==> src/sv/cte_pkg.sv <==
`timescale 1ns / 1ps
package cte_pkg;

	localparam int unsigned ZoneW     = 18;
	localparam int unsigned SdcW      = 20;
	localparam int unsigned JdW       = 23;
	localparam int unsigned JdRelW    = 24;
	localparam int unsigned EpochW    = 40;
	localparam int unsigned CfgIdxW   = 1;

	localparam int unsigned JdAtEpoch  = 2440587;
	localparam int unsigned JdBase     = 1720994;
	localparam int unsigned FirstYear  = 1583;
	localparam int unsigned LastYear   = 10000;
	localparam int unsigned CenturyBase = 1900;
	localparam int unsigned SecPerDay  = 86400;
	localparam int unsigned SecPerHour = 3600;

	// year / 100 == (year * CentMul) >> CentShift for every 14-bit year
	localparam int unsigned CentMul   = 5243;
	localparam int unsigned CentShift = 19;

	typedef enum logic [CfgIdxW-1:0] {
		REG_ZONE_OFFSET = 1'b0,
		REG_DAYLIGHT    = 1'b1
	} cfg_reg_t;

	typedef struct packed {
		logic [5:0]  day_of_month;
		logic [3:0]  month_index;
		logic [13:0] year_value;
		logic [4:0]  hour_value;
		logic [5:0]  minute_value;
		logic [5:0]  second_value;
	} date_in_t;

	typedef struct packed {
		logic                     result_valid;
		logic [JdW-1:0]           julian_day;
		logic signed [EpochW-1:0] epoch_seconds;
	} result_t;

	// checked and adjusted date, time of day already zone corrected
	typedef struct packed {
		logic                   ok;
		logic [5:0]             day;
		logic [13:0]            year;
		logic [3:0]             mon;
		logic signed [SdcW-1:0] sdc;
	} chk_t;

	typedef struct packed {
		logic                     ok;
		logic [JdW-1:0]           jd;
		logic signed [JdRelW-1:0] jd_rel;
		logic signed [SdcW-1:0]   sdc;
	} jd_t;

	// (306001 * (mon + 1)) / 10000 for the shifted months March..February
	function automatic logic [8:0] month_days(input logic [3:0] mon);
		logic [8:0] r;
		case (mon)
			4'd3:    r = 9'd122;
			4'd4:    r = 9'd153;
			4'd5:    r = 9'd183;
			4'd6:    r = 9'd214;
			4'd7:    r = 9'd244;
			4'd8:    r = 9'd275;
			4'd9:    r = 9'd306;
			4'd10:   r = 9'd336;
			4'd11:   r = 9'd367;
			4'd12:   r = 9'd397;
			4'd13:   r = 9'd428;
			4'd14:   r = 9'd459;
			default: r = 9'd0;
		endcase
		return r;
	endfunction

endpackage

==> src/sv/calendar_to_epoch_seconds_top.sv <==
`timescale 1ns / 1ps
// Channel   | Ports                               | Transfer
// ----------+-------------------------------------+----------------------------------
// date in   | start, busy, date_in                | edge with start high, busy low
// result    | done, result                        | edge that ends the cycle done is high
// config    | wr_en, wr_index, wr_data            | edge with wr_en high
//
// One date enters every cycle; busy is never raised.
// Each result passes through the stages below and shows one cycle wide.
// The stages are: check and zone adjust, year terms, day sum, day scaling, final add.
// Reset clears the valid bits and the two settings; data registers are not reset.
// The receiver cannot stall, so nothing in the pipe ever holds.
module calendar_to_epoch_seconds_top
	import cte_pkg::*;
(
	input  logic               clk,
	input  logic               arst_n,
	input  logic               start,
	output logic               busy,
	input  date_in_t           date_in,
	output logic               done,
	output result_t            result,
	input  logic               wr_en,
	input  logic [CfgIdxW-1:0] wr_index,
	input  logic [ZoneW-1:0]   wr_data
);

	logic signed [ZoneW-1:0] zone_q;
	logic                    dst_q;
	logic                    valid_s1;
	logic                    valid_s3;
	chk_t                    chk_s1;
	jd_t                     jd_s3;

	// the pipe takes a date on every cycle
	assign busy = 1'b0;

	// settings registers; the user must write them only while the pipe is empty, the block does not enforce this
	always_ff @(posedge clk or negedge arst_n) begin
		if (!arst_n) begin
			zone_q <= '0;
			dst_q  <= 1'b0;
		end else if (wr_en) begin
			unique case (cfg_reg_t'(wr_index))
				REG_ZONE_OFFSET: zone_q <= $signed(wr_data);
				REG_DAYLIGHT:    dst_q  <= wr_data[0];
				default:         ;
			endcase
		end
	end

	// stage 1: validate, shift January and February, zone corrected time of day
	cte_check u_check (
		.clk      (clk),
		.arst_n   (arst_n),
		.in_valid (start),
		.date_in  (date_in),
		.zone_q   (zone_q),
		.dst_q    (dst_q),
		.valid_s1 (valid_s1),
		.chk_s1   (chk_s1)
	);

	// stages 2 and 3: century, leap and month terms, then the Julian day sum
	cte_jd u_jd (
		.clk      (clk),
		.arst_n   (arst_n),
		.valid_s1 (valid_s1),
		.chk_s1   (chk_s1),
		.valid_s3 (valid_s3),
		.jd_s3    (jd_s3)
	);

	// stages 4 and 5: days since the epoch times 86400, plus time of day
	cte_scale u_scale (
		.clk       (clk),
		.arst_n    (arst_n),
		.valid_s3  (valid_s3),
		.jd_s3     (jd_s3),
		.valid_s5  (done),
		.result_s5 (result)
	);

endmodule

==> src/sv/cte_check.sv <==
`timescale 1ns / 1ps
module cte_check
	import cte_pkg::*;
(
	input  logic                    clk,
	input  logic                    arst_n,
	input  logic                    in_valid,
	input  date_in_t                date_in,
	input  logic signed [ZoneW-1:0] zone_q,
	input  logic                    dst_q,
	output logic                    valid_s1,
	output chk_t                    chk_s1
);

	logic [13:0]            year_c;
	logic [13:0]            year_adj;
	logic [3:0]             mon_c;
	logic                   early;
	logic                   fields_ok;
	logic [16:0]            tod;
	logic signed [SdcW-1:0] sdc_c;

	always_comb begin
		early    = (date_in.month_index <= 4'd1);
		year_c   = (date_in.year_value < 14'd100) ?
			date_in.year_value + 14'(CenturyBase) : date_in.year_value;
		year_adj = early ? year_c - 14'd1 : year_c;
		mon_c    = early ? date_in.month_index + 4'd13 : date_in.month_index + 4'd1;

		fields_ok = (date_in.day_of_month >= 6'd1) && (date_in.day_of_month <= 6'd31)
			&& (date_in.month_index <= 4'd11)
			&& (date_in.year_value >= 14'd1) && (date_in.year_value <= 14'(LastYear))
			&& (date_in.hour_value <= 5'd23) && (date_in.minute_value <= 6'd59)
			&& (date_in.second_value <= 6'd59);

		tod = 17'(date_in.hour_value) * 17'(SecPerHour)
			+ 17'(date_in.minute_value) * 17'd60 + 17'(date_in.second_value);
		sdc_c = $signed({3'b000, tod}) - SdcW'(zone_q)
			- (dst_q ? SdcW'(SecPerHour) : SdcW'(0));
	end

	always_ff @(posedge clk or negedge arst_n) begin
		if (!arst_n) begin
			valid_s1 <= 1'b0;
		end else begin
			valid_s1 <= in_valid;
		end
	end

	always_ff @(posedge clk) begin
		chk_s1.ok   <= fields_ok && (year_adj >= 14'(FirstYear));
		chk_s1.day  <= date_in.day_of_month;
		chk_s1.year <= year_adj;
		chk_s1.mon  <= mon_c;
		chk_s1.sdc  <= sdc_c;
	end

endmodule

==> src/sv/cte_jd.sv <==
`timescale 1ns / 1ps
module cte_jd
	import cte_pkg::*;
(
	input  logic clk,
	input  logic arst_n,
	input  logic valid_s1,
	input  chk_t chk_s1,
	output logic valid_s3,
	output jd_t  jd_s3
);

	logic                   valid_s2;
	logic                   ok_s2;
	logic [5:0]             day_s2;
	logic [7:0]             cent_s2;
	logic [11:0]            q4_s2;
	logic [JdW-1:0]         y365_s2;
	logic [8:0]             mt_s2;
	logic signed [SdcW-1:0] sdc_s2;

	logic [26:0]    cent_prod;
	logic [JdW-1:0] jd_sum;

	assign cent_prod = 27'(chk_s1.year) * 27'(CentMul);

	always_comb begin
		jd_sum = JdW'(day_s2) + JdW'(cent_s2 >> 2) + y365_s2 + JdW'(q4_s2)
			+ JdW'(mt_s2) + JdW'(JdBase + 2) - JdW'(cent_s2);
	end

	always_ff @(posedge clk or negedge arst_n) begin
		if (!arst_n) begin
			valid_s2 <= 1'b0;
			valid_s3 <= 1'b0;
		end else begin
			valid_s2 <= valid_s1;
			valid_s3 <= valid_s2;
		end
	end

	// split the year terms, then sum them
	always_ff @(posedge clk) begin
		ok_s2   <= chk_s1.ok;
		day_s2  <= chk_s1.day;
		cent_s2 <= cent_prod[CentShift +: 8];
		q4_s2   <= chk_s1.year[13:2];
		y365_s2 <= JdW'(chk_s1.year) * JdW'(365);
		mt_s2   <= month_days(chk_s1.mon);
		sdc_s2  <= chk_s1.sdc;

		jd_s3.ok     <= ok_s2;
		jd_s3.jd     <= jd_sum;
		jd_s3.jd_rel <= $signed({1'b0, jd_sum}) - JdRelW'(JdAtEpoch);
		jd_s3.sdc    <= sdc_s2;
	end

endmodule

==> src/sv/cte_scale.sv <==
`timescale 1ns / 1ps
module cte_scale
	import cte_pkg::*;
(
	input  logic    clk,
	input  logic    arst_n,
	input  logic    valid_s3,
	input  jd_t     jd_s3,
	output logic    valid_s5,
	output result_t result_s5
);

	logic                     valid_s4;
	logic                     ok_s4;
	logic [JdW-1:0]           jd_s4;
	logic signed [EpochW:0]   prod_full;
	logic signed [EpochW-1:0] prod_s4;
	logic signed [SdcW-1:0]   sdc_s4;

	assign prod_full = $signed({{(EpochW + 1 - JdRelW){jd_s3.jd_rel[JdRelW-1]}}, jd_s3.jd_rel})
		* $signed((EpochW + 1)'(SecPerDay));

	always_ff @(posedge clk or negedge arst_n) begin
		if (!arst_n) begin
			valid_s4 <= 1'b0;
			valid_s5 <= 1'b0;
		end else begin
			valid_s4 <= valid_s3;
			valid_s5 <= valid_s4;
		end
	end

	always_ff @(posedge clk) begin
		ok_s4   <= jd_s3.ok;
		jd_s4   <= jd_s3.jd;
		prod_s4 <= prod_full[EpochW-1:0];
		sdc_s4  <= jd_s3.sdc;

		// drop the numbers of a rejected date
		result_s5.result_valid  <= ok_s4;
		result_s5.julian_day    <= ok_s4 ? jd_s4 : '0;
		result_s5.epoch_seconds <= ok_s4 ? prod_s4 + EpochW'(sdc_s4) : '0;
	end

endmodule

==> config.mk <==
export PLATFORM = sky130hd
export DESIGN_NAME = calendar_to_epoch_seconds_top
export DESIGN_NICKNAME = d
export VERILOG_FILES = /design/src/sv/cte_pkg.sv /design/src/sv/calendar_to_epoch_seconds_top.sv /design/src/sv/cte_check.sv /design/src/sv/cte_jd.sv /design/src/sv/cte_scale.sv
export SDC_FILE = /design/constraint.sdc
export NUM_CORES = 1
export LEC_CHECK = 0
export BUFFER_PORTS_ARGS = -buffer_cell sky130_fd_sc_hd__buf_2
export CAP_MARGIN = 20
export CORE_ASPECT_RATIO = 1.4
export CORE_MARGIN = 2
export CORE_UTILIZATION = 39
export DETAILED_ROUTE_END_ITERATION = 10
export HOLD_SLACK_MARGIN = 0.08
export SLEW_MARGIN = 40
export SYNTH_ARGS = -nofsm -noshare
export SYNTH_HDL_FRONTEND = slang
export SYNTH_HIERARCHICAL = 1
export SYNTH_SLANG_ARGS = --single-unit
export TNS_END_PERCENT = 30
==> constraint.sdc <==
create_clock -name clk -period 10.3 [get_ports clk]
set_input_delay 1.545 -clock clk [delete_from_list [all_inputs] [get_ports clk]]
set_output_delay 1.545 -clock clk [all_outputs]
set_load 0.01 [all_outputs]
==> summary.txt <==
==================================================================================================
Quantity of I/O buffers inserted on ports                                                      128
Cts repair resizes                                                                               0
Yosys cell types                                                                               104
Initial antenna violation count                                                                  2
Clock transition time at the flip-flop clock pins of the worst setup and hold paths          60 ps
Filler Cells Inserted                                                                         6524
Worst Max-Slew Pin Slew                                                                     743 ps
Syn-to-layout area delta                                                                     10.8%
Required time reported for the critical path endpoint                                     10790 ps
Die area                                                                                0.0701 mm²
Slowest-stage cell, CP                                                                sky130_fd_sc_hd__fa_1
Detailed Routing Iterations Pass 1                                                               5
Most used cells in the layout excluding fill and tap cells                            sky130_fd_sc_hd__inv_1 (542), sky130_fd_sc_hd__ha_1 (440), sky130_fd_sc_hd__dfxtp_1 (331)
Max-Cap Viols                                                                                    0
Placed standard-cell area                                                               0.0281 mm²
Hold Buf Count CTS                                                                               0
Final Hold Fails                                                                                 0
Most common cell after layout, fill and taps aside                                    sky130_fd_sc_hd__inv_1
Maximum number of pins on one net before global-route repair                                    47
Final worst path period share                                                                67.4%
Width of the die                                                                            224 µm
Number of synthesized register bits                                                            357
Area of the mapped netlist                                                              0.0265 mm²
Vias in the first global route                                                               19300
Cell seen most often among critical-path stages                                       sky130_fd_sc_hd__fa_1
Worst min path class                                                                       reg2reg
H-tree lvl count                                                                                 2
Count of placed standard cells including taps                                                 3635
Largest stage delay, worst path                                                             540 ps
Count of non-filler cells in the finished layout                                              3704
Critical path arrival                                                                      7430 ps
Initial core utilization                                                                     39.2%
Status                                                                                finished, final reports clean
Clock buffer count from CTS                                                                     38
Synthesized instance count                                                                    2681
Count of yosys warnings during synthesis                                                         6
Register cell area after layout                                                        0.00727 mm²
Buffer and inverter count on the worst path                                                      3
Number of slew-limit violations in the final report                                              0
Vias after detailed routing                                                                  18200
Maximum achievable frequency                                                             0.144 GHz
Vertical extent of the die                                                                  313 µm
Number of enable-type register cells in the synthesized netlist                                  0
Half-perimeter wire length of the detailed placement result                               47800 µm
Insertion delay of the later-clocked pin in the worst-skew pair                             560 ps
CP endpoint kind                                                                              flop
Global route overflow                                                                            0
Final #Nets                                                                                   3535
Max clock buf depth                                                                              3
Shortest period the worst path allows                                                      6940 ps
Row Count                                                                                      113
RSZ-0062 raised after global routing                                                         false
Setup Buffers After CTS                                                                          0
Share of the yosys chip area belonging to registers                                          27.4%
CTS root buf                                                                          sky130_fd_sc_hd__clkbuf_16
Category of cells accounting for the largest share of critical-path delay              adder cells
Core Area                                                                               0.0676 mm²
Via-to-Cell Ratio                                                                             4.92
Sum Neg Setup Slack                                                                           0 ps
Worst setup path class                                                                      in2reg
Biggest fanout along the worst timing path                                                       5
Worst relative slew slack                                                                    50.1%
Area used by multi-input combinational logic                                            0.0170 mm²
Sinks on Clock Net                                                                             357
Ports placed on the boundary                                                                   130
Post-route worst hold slack                                                                 319 ps
Worst Clk Skew                                                                             16.1 ps
Clock tree from TritonCTS                                                                    built
Proportion of layout cells with a drive suffix above 1                                       9.12%
Total Wirelength                                                                          56700 µm
Final non-filler cell area                                                              0.0294 mm²
DRC violations left                                                                              0
Synthesized net count                                                                         3403
Final GP Congestion                                                                          0.914
Share of flip-flops with an asynchronous set or reset after synthesis                        6.72%
Ordered cell list for the critical path                                               buf_2 > fa_1 > fa_1 > inv_1 > fa_1 > fa_1 > inv_1 > ha_1 > a21oi_1 > o21ai_0 > a21oi_1 > nand2b_1 > nand2_1 > a21oi_1 > xnor2_1 > fa_1 > ha_1 > nand3_1 > nand2_1 > a41o_1 > o21a_1 > or4_1 > a21oi_1
ANT nets after route                                                                             0
Overall global routing resource usage                                                        16.5%
Iteration-0 DRC count of the detailed router                                                   679
Setup crit start kind                                                                   input port
Most common flop cell mapped by yosys                                                 sky130_fd_sc_hd__dfxtp_1
Mapped Avg Cell Area                                                                      9.89 µm²
WL per Instance                                                                            15.3 µm
First-pass GRT wire length                                                                94100 µm
Total setup violations reported at the end of the flow                                           0
==================================================================================================
==> area by class of cell <==
cell class              instances  area share, %
flip-flops and latches        357           24.7
multi-input cells            1741           57.9
well taps                     862           3.67
clock inverters                24           1.02
repair buffers                131           2.26
clock buffers                  43           3.44
inverters                     544           6.95
diodes                          2         0.0170
==> synthesized netlist by cell type, types with 8 or more instances <==
| cell type | instances | area [µm²] |
|---|---|---|
| sky130_fd_sc_hd__nand2b_1 | 20 | 125 |
| sky130_fd_sc_hd__o21a_1 | 24 | 180 |
| sky130_fd_sc_hd__o21ai_0 | 51 | 255 |
| sky130_fd_sc_hd__a31oi_1 | 25 | 156 |
| sky130_fd_sc_hd__and2_1 | 39 | 244 |
| sky130_fd_sc_hd__nor4_1 | 14 | 87.6 |
| sky130_fd_sc_hd__xnor2_1 | 103 | 902 |
| sky130_fd_sc_hd__nand3_1 | 32 | 160 |
| sky130_fd_sc_hd__inv_1 | 542 | 2030 |
| sky130_fd_sc_hd__a2111oi_0 | 9 | 78.8 |
| sky130_fd_sc_hd__mux2_4 | 10 | 150 |
| sky130_fd_sc_hd__o211ai_1 | 20 | 150 |
| sky130_fd_sc_hd__nor2b_1 | 18 | 113 |
| sky130_fd_sc_hd__a211o_1 | 8 | 70.1 |
| sky130_fd_sc_hd__o31ai_1 | 8 | 60.1 |
| sky130_fd_sc_hd__clkbuf_1 | 27 | 101 |
| sky130_fd_sc_hd__nand2_1 | 95 | 357 |
| sky130_fd_sc_hd__mux2_2 | 9 | 101 |
| sky130_fd_sc_hd__or3_1 | 11 | 68.8 |
| sky130_fd_sc_hd__dfxtp_1 | 333 | 6670 |
| sky130_fd_sc_hd__dfrtp_1 | 24 | 601 |
| sky130_fd_sc_hd__o21bai_1 | 20 | 150 |
| sky130_fd_sc_hd__nand4_1 | 21 | 131 |
| sky130_fd_sc_hd__a21oi_1 | 131 | 656 |
| sky130_fd_sc_hd__ha_1 | 440 | 5510 |
| sky130_fd_sc_hd__o21ai_1 | 19 | 95.1 |
| sky130_fd_sc_hd__a211oi_1 | 15 | 113 |
| sky130_fd_sc_hd__nor2_1 | 101 | 379 |
| sky130_fd_sc_hd__nor3_1 | 34 | 170 |
| sky130_fd_sc_hd__xor2_1 | 52 | 455 |
| sky130_fd_sc_hd__fa_1 | 218 | 4360 |
| sky130_fd_sc_hd__and3_1 | 22 | 138 |
| sky130_fd_sc_hd__a21o_1 | 42 | 315 |
| sky130_fd_sc_hd__mux2i_1 | 13 | 130 |
==> final timing paths <==
check / start / slack [ps] / endpoint / cells after the start
worst max-delay path: date_in[6] / 3360 / u_check/chk_s1[18] / 23
worst min-delay path: u_jd/sdc_s2[17] / 320 / u_jd/jd_s3[17] / 0
worst max register to register: u_check/chk_s1[34] / 4350 / u_jd/cent_s2[7] / 19
worst min register to register: u_jd/sdc_s2[17] / 320 / u_jd/jd_s3[17] / 0
max in group asynchronous: arst_n / 8970 / dst_q / 1
min in group asynchronous: arst_n / 950 / u_check/valid_s1 / 1
==> cell families after synthesis <==
| kind of cell | synth area share [%] |
|---|---|
| multiplexers | 1.52 |
| adder cells (fa/ha/maj) | 37.2 |
| AND/OR/NAND/NOR | 8.67 |
| buffers and inverters | 8.44 |
| flip-flops | 27.4 |
| other | 0.0141 |
| XOR/XNOR | 5.18 |
| AO/OA/AOI/OAI | 11.6 |
==> registers in the layout, summed over array words and instances (netlist names) <==
name,count
u_jd/cent_s2,8
u_jd/day_s2,6
u_scale/jd_s4,23
u_scale/ok_s4,1
dst_q,1
u_scale/prod_s4,33
u_jd/mt_s2,9
u_jd/valid_s3,1
u_jd/sdc_s2,20
u_scale/valid_s5,1
u_check/chk_s1,45
u_scale/result_s5,64
u_check/valid_s1,1
u_jd/jd_s3,68
u_jd/valid_s2,1
u_scale/valid_s4,1
u_scale/sdc_s4,20
zone_q,18
u_jd/ok_s2,1
u_jd/y365_s2,23
u_jd/q4_s2,12
==> metal layers <==
| layer | GRT usage, % | wire [µm] |
|---|---|---|
| met5 | 0 | 7 |
| met4 | 7.48 | 2650 |
| met3 | 2.20 | 1720 |
| met2 | 31.9 | 30200 |
| met1 | 17.6 | 22100 |
==> through the flow <==
stage               setup slack, ps  utilization (%)
global placement               2940             41.5
finish                         3360             43.5
detailed placement             2850             41.5
global route                   3040             43.5
floorplan                      3470                -
CTS                            3450             43.5
Power is left out: the tool's default activity adds up to more than one toggle a clock period on the data nets, which glitch-free logic cannot reach.
